### config.mk
export PLATFORM = sky130hd
export DESIGN_NAME = n_queens_solution_search_unit
export DESIGN_NICKNAME = d
export VERILOG_FILES = /design/src/rtl/nqss_pkg.sv /design/src/rtl/nqss_column_cell.sv /design/src/rtl/n_queens_solution_search_unit.sv
export SDC_FILE = /design/constraint.sdc
export NUM_CORES = 1
export LEC_CHECK = 0
export ABC_AREA = 1
export BUFFER_PORTS_ARGS = -buffer_cell sky130_fd_sc_hd__buf_2
export CORE_ASPECT_RATIO = 1.75
export CORE_MARGIN = 1.5
export CORE_UTILIZATION = 50
export DETAILED_ROUTE_END_ITERATION = 10
export GPL_ROUTABILITY_DRIVEN = 0
export GPL_TIMING_DRIVEN = 0
export PLACE_DENSITY = 0.66
export SLEW_MARGIN = 20
export SYNTH_ARGS = -nofsm -noshare
export SYNTH_HDL_FRONTEND = slang
export SYNTH_HIERARCHICAL = 1
export SYNTH_SLANG_ARGS = --single-unit
### constraint.sdc
create_clock -name clock -period 6.91 [get_ports clock]
set_input_delay 1.382 -clock clock [delete_from_list [all_inputs] [get_ports clock]]
set_output_delay 1.382 -clock clock [all_outputs]
set_load 0.05 [all_outputs]
### src/rtl/nqss_pkg.sv
`timescale 1ns / 1ps
`default_nettype none
// ----------------------------------------------------------------------------
// nqss_pkg
// Shared types and constants for the N-queens solution search unit.
// ----------------------------------------------------------------------------
package nqss_pkg;
   localparam int MaxSize   = 15;
   localparam int RowW      = 4;
   localparam int ColW      = 5;
   localparam int SizeW     = 4;
   localparam int DiagW     = 2 * MaxSize - 1;
   localparam int CountW    = 22;
   localparam int PlaceW    = RowW * MaxSize;
   localparam logic [CountW-1:0] CountMax = {CountW{1'b1}};

   typedef enum logic [1:0] {
      ST_IDLE,
      ST_SEARCH,
      ST_REPORT
   } state_type;

   // control from sequencer to the column cells
   typedef struct packed {
      logic             clear;   // drop every queen
      logic             place;   // store row at current column
      logic             lift;    // remove queen at current column
      logic [ColW-1:0]  col;     // addressed column
      logic [RowW-1:0]  row;     // row to store
   } cell_ctrl_type;
endpackage
`default_nettype wire

### src/rtl/nqss_column_cell.sv
`timescale 1ns / 1ps
`default_nettype none
// ----------------------------------------------------------------------------
// nqss_column_cell
// One board column: holds its queen row and forms the attack masks of this
// column and all columns to its left, handing them to the right neighbor.
// ----------------------------------------------------------------------------
module nqss_column_cell (
   input  wire logic                              clock,
   input  wire logic                              reset,
   input  wire logic [nqss_pkg::ColW-1:0]         col_idx,
   input  wire logic [nqss_pkg::SizeW-1:0]        size_n,
   input  wire nqss_pkg::cell_ctrl_type           ctrl,
   input  wire logic [nqss_pkg::MaxSize-1:0]      row_mask_i,
   input  wire logic [nqss_pkg::DiagW-1:0]        rise_mask_i,
   input  wire logic [nqss_pkg::DiagW-1:0]        fall_mask_i,
   output      logic [nqss_pkg::MaxSize-1:0]      row_mask_o,
   output      logic [nqss_pkg::DiagW-1:0]        rise_mask_o,
   output      logic [nqss_pkg::DiagW-1:0]        fall_mask_o,
   output      logic [nqss_pkg::RowW-1:0]         queen_row
);
   import nqss_pkg::*;

   logic [RowW-1:0] row_ff;
   logic            occ_ff;
   logic            occ_in;
   logic [ColW:0]   fall_idx;

   always_comb begin
      occ_in = occ_ff;
      if (ctrl.clear) begin
         occ_in = 1'b0;
      end else if (ctrl.place && ctrl.col == col_idx) begin
         occ_in = 1'b1;
      end else if (ctrl.lift && ctrl.col == col_idx) begin
         occ_in = 1'b0;
      end
   end

   always_ff @(posedge clock) begin
      if (reset) begin
         occ_ff <= 1'b0;
      end else begin
         occ_ff <= occ_in;
      end
   end

   always_ff @(posedge clock) begin
      if (ctrl.place && ctrl.col == col_idx) begin
         row_ff <= ctrl.row;
      end
   end

   assign fall_idx = {2'b00, row_ff} + {2'b00, size_n} - 6'd1 - {1'b0, col_idx};

   always_comb begin
      row_mask_o  = row_mask_i;
      rise_mask_o = rise_mask_i;
      fall_mask_o = fall_mask_i;
      if (occ_ff) begin
         row_mask_o[row_ff] = 1'b1;
         rise_mask_o[{1'b0, row_ff} + col_idx] = 1'b1;
         fall_mask_o[fall_idx[ColW-1:0]] = 1'b1;
      end
   end

   assign queen_row = occ_ff ? row_ff : '0;
endmodule
`default_nettype wire

### src/rtl/n_queens_solution_search_unit.sv
`timescale 1ns / 1ps
`default_nettype none
// ----------------------------------------------------------------------------
// n_queens_solution_search_unit
// Backtracking N-queens search over a chain of column cells.
// Search: at most one trial placement per cycle; total time depends on board
//   size and position in search.
// Throughput: one request at a time; busy is high until the result beat.
// Reset: synchronous; board size 15, search cleared. No receiver stall.
// ----------------------------------------------------------------------------
module n_queens_solution_search_unit (
   input  wire logic                              clock,
   input  wire logic                              reset,
   input  wire logic                              start,
   output      logic                              busy,
   input  wire logic                              req_restart,
   input  wire logic                              csr_we,
   input  wire logic [nqss_pkg::SizeW-1:0]        csr_wdata,
   output      logic                              rsp_valid,
   output      logic [nqss_pkg::PlaceW-1:0]       rsp_placement,
   output      logic [nqss_pkg::CountW-1:0]       rsp_solution_number,
   output      logic                              rsp_done_res
);
   import nqss_pkg::*;

   state_type       state_ff, state_in;
   logic [SizeW-1:0] size_ff;
   logic [SizeW-1:0] n_eff;
   logic [ColW-1:0]  col_ff, col_in;
   logic [RowW:0]    row_ff, row_in;
   logic             over_ff, over_in;
   logic             found_ff, found_in;
   logic [CountW-1:0] count_ff, count_in;
   cell_ctrl_type    ctrl;

   logic [MaxSize-1:0] rmask [MaxSize+1];
   logic [DiagW-1:0]   amask [MaxSize+1];
   logic [DiagW-1:0]   fmask [MaxSize+1];
   logic [RowW-1:0]    qrow  [MaxSize];

   logic [ColW-1:0]  prev_col;
   logic [RowW-1:0]  prev_row;
   logic [ColW:0]    fall_idx;
   logic             free;
   logic [PlaceW-1:0] packed_rows;

   assign n_eff = (size_ff == '0) ? SizeW'(1) : size_ff;

   assign rmask[0] = '0;
   assign amask[0] = '0;
   assign fmask[0] = '0;

   for (genvar g = 0; g < MaxSize; g++) begin : g_cell
      nqss_column_cell u_cell (
         .clock      (clock),
         .reset      (reset),
         .col_idx    (ColW'(g)),
         .size_n     (n_eff),
         .ctrl       (ctrl),
         .row_mask_i (rmask[g]),
         .rise_mask_i(amask[g]),
         .fall_mask_i(fmask[g]),
         .row_mask_o (rmask[g+1]),
         .rise_mask_o(amask[g+1]),
         .fall_mask_o(fmask[g+1]),
         .queen_row  (qrow[g])
      );
      assign packed_rows[g*RowW +: RowW] = qrow[g];
   end

   assign prev_col = col_ff - ColW'(1);
   assign prev_row = qrow[prev_col[3:0]];
   assign fall_idx = {2'b00, row_ff[RowW-1:0]} + {2'b00, n_eff} - 6'd1 - {1'b0, col_ff};
   assign free = !rmask[MaxSize][row_ff[RowW-1:0]]
              && !amask[MaxSize][{1'b0, row_ff[RowW-1:0]} + col_ff]
              && !fmask[MaxSize][fall_idx[ColW-1:0]];

   // next state
   always_comb begin
      state_in = state_ff;
      case (state_ff)
         ST_IDLE:   if (start) state_in = ST_SEARCH;
         ST_SEARCH: begin
            if (over_ff || col_ff >= {1'b0, n_eff}
                || (row_ff >= {1'b0, n_eff} && col_ff == '0)) begin
               state_in = ST_REPORT;
            end
         end
         ST_REPORT: state_in = ST_IDLE;
         default:   state_in = ST_IDLE;
      endcase
   end

   // datapath and cell control
   always_comb begin
      col_in   = col_ff;
      row_in   = row_ff;
      over_in  = over_ff;
      found_in = found_ff;
      count_in = count_ff;
      ctrl     = '0;
      ctrl.col = col_ff;
      ctrl.row = row_ff[RowW-1:0];
      case (state_ff)
         ST_IDLE: begin
            if (csr_we) begin
               ctrl.clear = 1'b1;
               col_in = '0;
               row_in = '0;
               over_in = 1'b0;
               count_in = '0;
            end else if (start) begin
               found_in = 1'b0;
               row_in = '0;
               if (req_restart) begin
                  ctrl.clear = 1'b1;
                  col_in = '0;
                  over_in = 1'b0;
                  count_in = '0;
               end else if (col_ff >= {1'b0, n_eff} && !over_ff) begin
                  // lift the last queen of the reported solution
                  col_in = ColW'(n_eff) - ColW'(1);
                  row_in = {1'b0, qrow[col_in[3:0]]} + 5'd1;
                  ctrl.lift = 1'b1;
                  ctrl.col = col_in;
               end
            end
         end
         ST_SEARCH: begin
            if (over_ff) begin
               found_in = 1'b0;
            end else if (col_ff >= {1'b0, n_eff}) begin
               found_in = 1'b1;
               if (count_ff != CountMax) count_in = count_ff + CountW'(1);
            end else if (row_ff >= {1'b0, n_eff}) begin
               if (col_ff == '0) begin
                  over_in = 1'b1;
               end else begin
                  ctrl.lift = 1'b1;
                  ctrl.col = prev_col;
                  col_in = prev_col;
                  row_in = {1'b0, prev_row} + 5'd1;
               end
            end else if (free) begin
               ctrl.place = 1'b1;
               col_in = col_ff + ColW'(1);
               row_in = '0;
            end else begin
               row_in = row_ff + 5'd1;
            end
         end
         ST_REPORT: begin
            if (!found_ff) col_in = '0;
         end
         default: ;
      endcase
   end

   always_ff @(posedge clock) begin
      if (reset) begin
         state_ff <= ST_IDLE;
         size_ff  <= SizeW'(MaxSize);
         col_ff   <= '0;
         row_ff   <= '0;
         over_ff  <= 1'b0;
         found_ff <= 1'b0;
         count_ff <= '0;
      end else begin
         state_ff <= state_in;
         if (csr_we && state_ff == ST_IDLE) size_ff <= csr_wdata;
         col_ff   <= col_in;
         row_ff   <= row_in;
         over_ff  <= over_in;
         found_ff <= found_in;
         count_ff <= count_in;
      end
   end

   // outputs
   always_comb begin
      busy                = (state_ff != ST_IDLE);
      rsp_valid           = (state_ff == ST_REPORT);
      rsp_placement       = found_ff ? packed_rows : '0;
      rsp_solution_number = count_ff;
      rsp_done_res        = !found_ff;
   end
endmodule
`default_nettype wire
-- Yosys cells after proc, flatten, opt, wreduce, memory -nomap -nowiden
Cells that the tools add are included.
- bits in registers: 115
- input bits: 9
- output and inout port bits: 85
- word-level logic and storage cells: 648
- add/subtract/negate cells: 69
- $lt $le $gt $ge: 97
- equal/unequal tests: 31
- muxes and demuxes: 254
- bitwise logic cells: 44
- reduce and logical (&&, ||, !) cells: 116
- operators by type and width (kind ; number):
    29-bit 2-to-1 mux ; 29
    29-bit bitwise OR ; 27
    15-bit 2-to-1 mux ; 15
    15-bit bitwise OR ; 14
    5-bit by 6-bit less-than comparator with 1-bit output, second input constant ; 31
    1-bit demux with 5-bit select ; 29
    5-bit by 1-bit greater-or-equal comparator with 1-bit output, second input constant ; 29
    22-bit 2-to-1 mux ; 6
    1-bit 2-to-1 mux ; 96
    5-bit 2-to-1 mux ; 19
    5-bit by 1-bit subtractor with 5-bit output, second input constant ; 18
    4-bit by 4-bit adder with 5-bit output ; 16
    1-bit logical AND ; 80
    4-bit by 5-bit less-than comparator with 1-bit output, second input constant ; 16
    4-bit 2-to-1 mux ; 20
    1-bit demux with 4-bit select ; 16
    4-bit by 1-bit greater-or-equal comparator with 1-bit output, second input constant ; 16
    60-bit 2-to-1 mux ; 1
    22-bit case mux with 2 select lines ; 1
    6-bit 2-to-1 mux ; 6
    4-bit by 4-bit adder with 5-bit output, second input constant ; 7
    5-bit by 4-bit equality test with 1-bit output, second input constant ; 7
    5-bit by 4-bit subtractor with 5-bit output, second input constant ; 7
    2-bit nonzero test ; 17
    other kinds (48) ; 88

-- Longest topological paths before layout
- depth after elaboration: 50
- depth in mapped cells: 59
- gate-level depth less buffers: 57

-- Hierarchy
The synthesis kept the hierarchy.
- modules (own cells, without submodules) (module ; instances ; cells an instance ; area an instance (sq um) ; seq. area each (sq um)):
    nqss_column_cell (g_cell[0].u_cell ...) ; 13 ; 338 ; 1983.2 ; 140.1
    n_queens_solution_search_unit ; 1 ; 1159 ; 6089.6 ; 800.8
    nqss_column_cell (g_cell[9].u_cell) ; 1 ; 341 ; 1981.9 ; 140.1
    nqss_column_cell (g_cell[14].u_cell) ; 1 ; 342 ; 1961.9 ; 140.1

-- Worst setup path after synthesis
Ideal clock, no wire load.
- path type: reg2reg
- from: reg size_ff[1]
- to: reg g_cell[0].u_cell.row_ff[0], enable pin
- setup time: 0.307 ns
- data arrival time: 5.588 ns
- data required time: 6.603 ns
- setup slack: 1.015 ns
- stages on the path, launching flop included: 53
- buffers on the path: 2
- period minus slack after synthesis: 5.895 ns
- cells stage by stage: dfxtp_1 clkbuf_1 inv_1 fa_1 inv_1 ha_1 fa_1 xnor2_2 inv_1 buf_2 nand4_1 nand2_1 inv_1 nand2_1 inv_1 nand2_1 inv_1 nand2_1 (+17 left out) nand2_1 inv_1 nand2_1 inv_1 nand2_1 nor2_1 nor2_1 nand2_1 nand2_1 nand2_1 nand2_1 nand2_1 nand3_1 nand2_1 nand3_2 nor3_1 nand4_1 inv_1
- RTL lines (item ; RTL line ; text):
    start: declaration ; n_queens_solution_search_unit.sv:27 ; logic [SizeW-1:0] size_ff;
    start signal: assignment ; n_queens_solution_search_unit.sv:162 ; size_ff <= SizeW'(MaxSize);
    start signal: assignment ; n_queens_solution_search_unit.sv:170 ; if (csr_we && state_ff == ST_IDLE) size_ff <= csr_wdata;
    end signal: assignment ; nqss_column_cell.sv:50 ; row_ff <= ctrl.row;
    end: declaration ; nqss_column_cell.sv:24 ; logic [RowW-1:0] row_ff;

==> out/metrics.yaml <==
clk_pin_slew_ns: 0.06
clkLatencyLatePin_ns: 0.44
ys_seq_area_share_pct: 8.11
yosys_warnings: 6
arrival_ns: 6.62
async_flop_share_pct: 0
io_buffer_count: 93
overflow: 0
finalCritPeriodShare_pct: 93.9
post_drt_wl_per_cell_um: 17.1
tightest_slew_ns: 1.29
clock_sinks: 115
pin_count: 94
dr.pass1.iters: 7
first_iter_violations: 3193
core_um2: 70900
grtUsageMet2_pct: 64.1
worstSetupEndpointType: "flop"
area_growth_pct: 11.7
place_inst: 7639
postPlaceCellArea_um2: 39100
viasPerCell: 5.26
cts-root-buf: "clkbuf_16"
syn_inst: 6236
crit_type: "flop to flop"
drc: 0
cts_buffers: 17
vdd_drop_max_uv: 222
grt_pass1_wl_um: 199000
synth-seq-cells: 115
maxCapViolCount: 0
grt.met3_usage_pct: 4.89
fin_nets: 7061
die_h_um: 357
synth_edf_count: 60
cp.required_ns: 7.05
drive_gt1_share_pct: 10.8
postCtsHoldBufs: 0
die_w_um: 205
cpPeakStageDelay_ns: 0.68
setup_viol: 0
cts_tree: "built"
cts.htree.levels: 4
synthFlopType: "edfxtp_1"
finalInstanceArea_um2: 40000
syn_avg_cell_area_um2: 5.74
start_kind: "flop"
cts.path.max_buffers: 2
drv_slew: 0
vias: 40436
dp_hpwl_um: 109000
p_leak_nw: 23.4
max_freq_mhz: 154
grt_setup_unrepaired: "no"
diodes: 0
skew_ns: 0.0129
layout_min_cycle_time_ns: 6.49
synth_top_area_share_pct: 19.1
cp_slowest_cell: "fa_1"
crit_path_frequent_cell: "nand2_1"
die_area_um2: 73300
yosysTopAreaCell: "nand2_1"
synth_cell_type_count: 54
fill_cells: 7528
finalHoldViolCount: 0
max_slew_margin_pct: 13.7
fin_cells: 7694
antenna_found_initial: 3
grt_max_degree: 29
netlist_area_um2: 35800
grt-busiest-layer: "met2"
grt_use_met1_pct: 33.3
outcome: "complete, no violations"
ant_nets: 0
p_per_area_nw_per_um2: 233
routed_wl_um: 131000
min_path_type: "flop to flop"
grt_pass1_vias: 37525
synth.area.top_cells: "nand2_1, inv_1, nand4_1"
start_util_pct: 50.5
path_max_fanout: 10
grt_usage_pct: 34.9
rows: 129
cell usage after synthesis, drive strengths merged, types with 5 or more instances:
| master | instances |
|---|---|
| nand2 | 1865 |
| inv | 1721 |
| nand4 | 858 |
| nand3 | 317 |
| buf | 214 |
| o21bai | 211 |
| nor2 | 194 |
| ha | 192 |
| nor3 | 135 |
| fa | 96 |
| a21oi | 68 |
| o21ai | 64 |
| edfxtp | 60 |
| dfxtp | 55 |
| xnor2 | 52 |
| or2 | 33 |
| xor2 | 28 |
| clkbuf | 22 |
| a31o | 14 |
| o211ai | 7 |
| nand3b | 5 |
| nor4 | 5 |
layout by cell type (no fill, tap or decap), types with 5 or more instances in the layout:
cell type / instances
clkbuf_1: 19
nor2_2: 5
nor3_4: 70
xor2_1: 26
edfxtp_1: 60
nand3_1: 313
nand2_2: 27
buf_1: 5
xnor2_2: 29
ha_1: 192
conb_1: 386
a31o_2: 14
a21oi_1: 67
fa_1: 96
nor3_2: 53
o21ai_0: 21
o211ai_1: 7
buf_2: 220
o21bai_1: 211
nand3b_1: 5
xnor2_1: 21
inv_4: 30
nor2_1: 180
buf_6: 35
nand4_1: 858
buf_4: 59
dfxtp_2: 5
nand2_4: 17
inv_1: 1627
nor4_1: 5
dfxtp_1: 49
or2_1: 15
clkbuf_16: 22
inv_2: 66
o21ai_1: 37
nor3_1: 12
nand2_1: 1821
buf_8: 16
or2_2: 16
nor2_4: 8
where the power goes:
part	total (mW)	leakage (nW)	switching [mW]	internal, mW
combinational	7.47	22.1	5.22	2.25
clock	0.958	0.306	0.357	0.601
sequential	0.904	0.999	0.116	0.788
total	9.33	23.4	5.69	3.64
area by class of cell:
type | instances | area (µm²) | area share (%)
Clock buffer | 24 | 557 | 1.39
Multi-Input combinational cell | 4545 | 26300 | 65.8
Buffer | 236 | 1610 | 4.01
Sequential cell | 115 | 2910 | 7.28
Clock inverter | 8 | 78.8 | 0.197
Timing Repair Buffer | 125 | 826 | 2.06
Tap cell | 917 | 1150 | 2.87
Inverter | 1724 | 6540 | 16.3
kinds of logic (layout without fill, tap and decap cells):
| kind of cell | after synthesis | in the layout | share of synthesized area, % |
|---|---|---|---|
| other | 2 | 386 | 0.0210 |
| AO/OA/AOI/OAI | 376 | 376 | 7.05 |
| flip-flops | 115 | 115 | 8.11 |
| XOR/XNOR | 80 | 80 | 2.65 |
| AND/OR/NAND/NOR | 3415 | 3415 | 47.4 |
| adder cells (fa/ha/maj) | 288 | 288 | 12.1 |
| buffers and inverters | 1960 | 2117 | 22.7 |
critical path, delay by kind of cell (launching register included):
family / cells / cell delay [ns]
flops: 1 / 0.47
buf+inv: 21 / 2.06
simple gates: 27 / 2.17
fa+ha+maj: 3 / 1.48
final timing paths:
kind	from	endpoint	slack, ns	cells after the start
worst max-delay path	g_cell[1].u_cell/row_ff[1]$_DFFE_PP_	g_cell[1].u_cell/row_ff[3]$_DFFE_PP_	0.42	51
worst min-delay path	rsp_solution_number[21]$_SDFFE_PP0P_	rsp_solution_number[21]$_SDFFE_PP0P_	0.51	2
worst max register to register	g_cell[1].u_cell/row_ff[1]$_DFFE_PP_	g_cell[1].u_cell/row_ff[3]$_DFFE_PP_	0.42	51
worst min register to register	rsp_solution_number[21]$_SDFFE_PP0P_	rsp_solution_number[21]$_SDFFE_PP0P_	0.51	2
stage by stage:
stage	utilization (%)	power (mW)	setup TNS, ns	hold slack, ns	setup WS [ns]
final	56.5	9.33	0	0.510	0.425
after floorplan	-	6.15	0	0.494	1.02
after global placement	54.9	7.93	-197.52	0.496	-2.72
after global routing	56.5	10.1	0	0.527	0.0393
after detailed placement	55.2	8.03	-22.91	0.497	-0.421
after CTS	56.1	9.03	0	0.508	0.0157
routing by layer:
metal / wire length, µm / share of wire [%]
met3: 7440 / 5.7
met1: 43700 / 33
met4: 13900 / 11
met5: 23 / 0.018
met2: 66200 / 50
sequential cells by signal (all words and copies together) (netlist names):
register	cells
size_ff	4
over_ff	1
g_cell.u_cell/row_ff	60
g_cell.u_cell/occ_ff	15
col_ff	5
row_ff	5
state_ff	2
found_ff	1
rsp_solution_number	22
what timing repair did:
| item | CTS | global route |
|---|---|---|
| pin swaps | 1 | 3 |
| setup buffers | 2 | 20 |
| gates resized for setup | 4 | 34 |
| gates cloned | 0 | 1 |
| endpoints found under the setup margin | 73 | 85 |
Note: power is estimated with default switching activity, not from simulation.
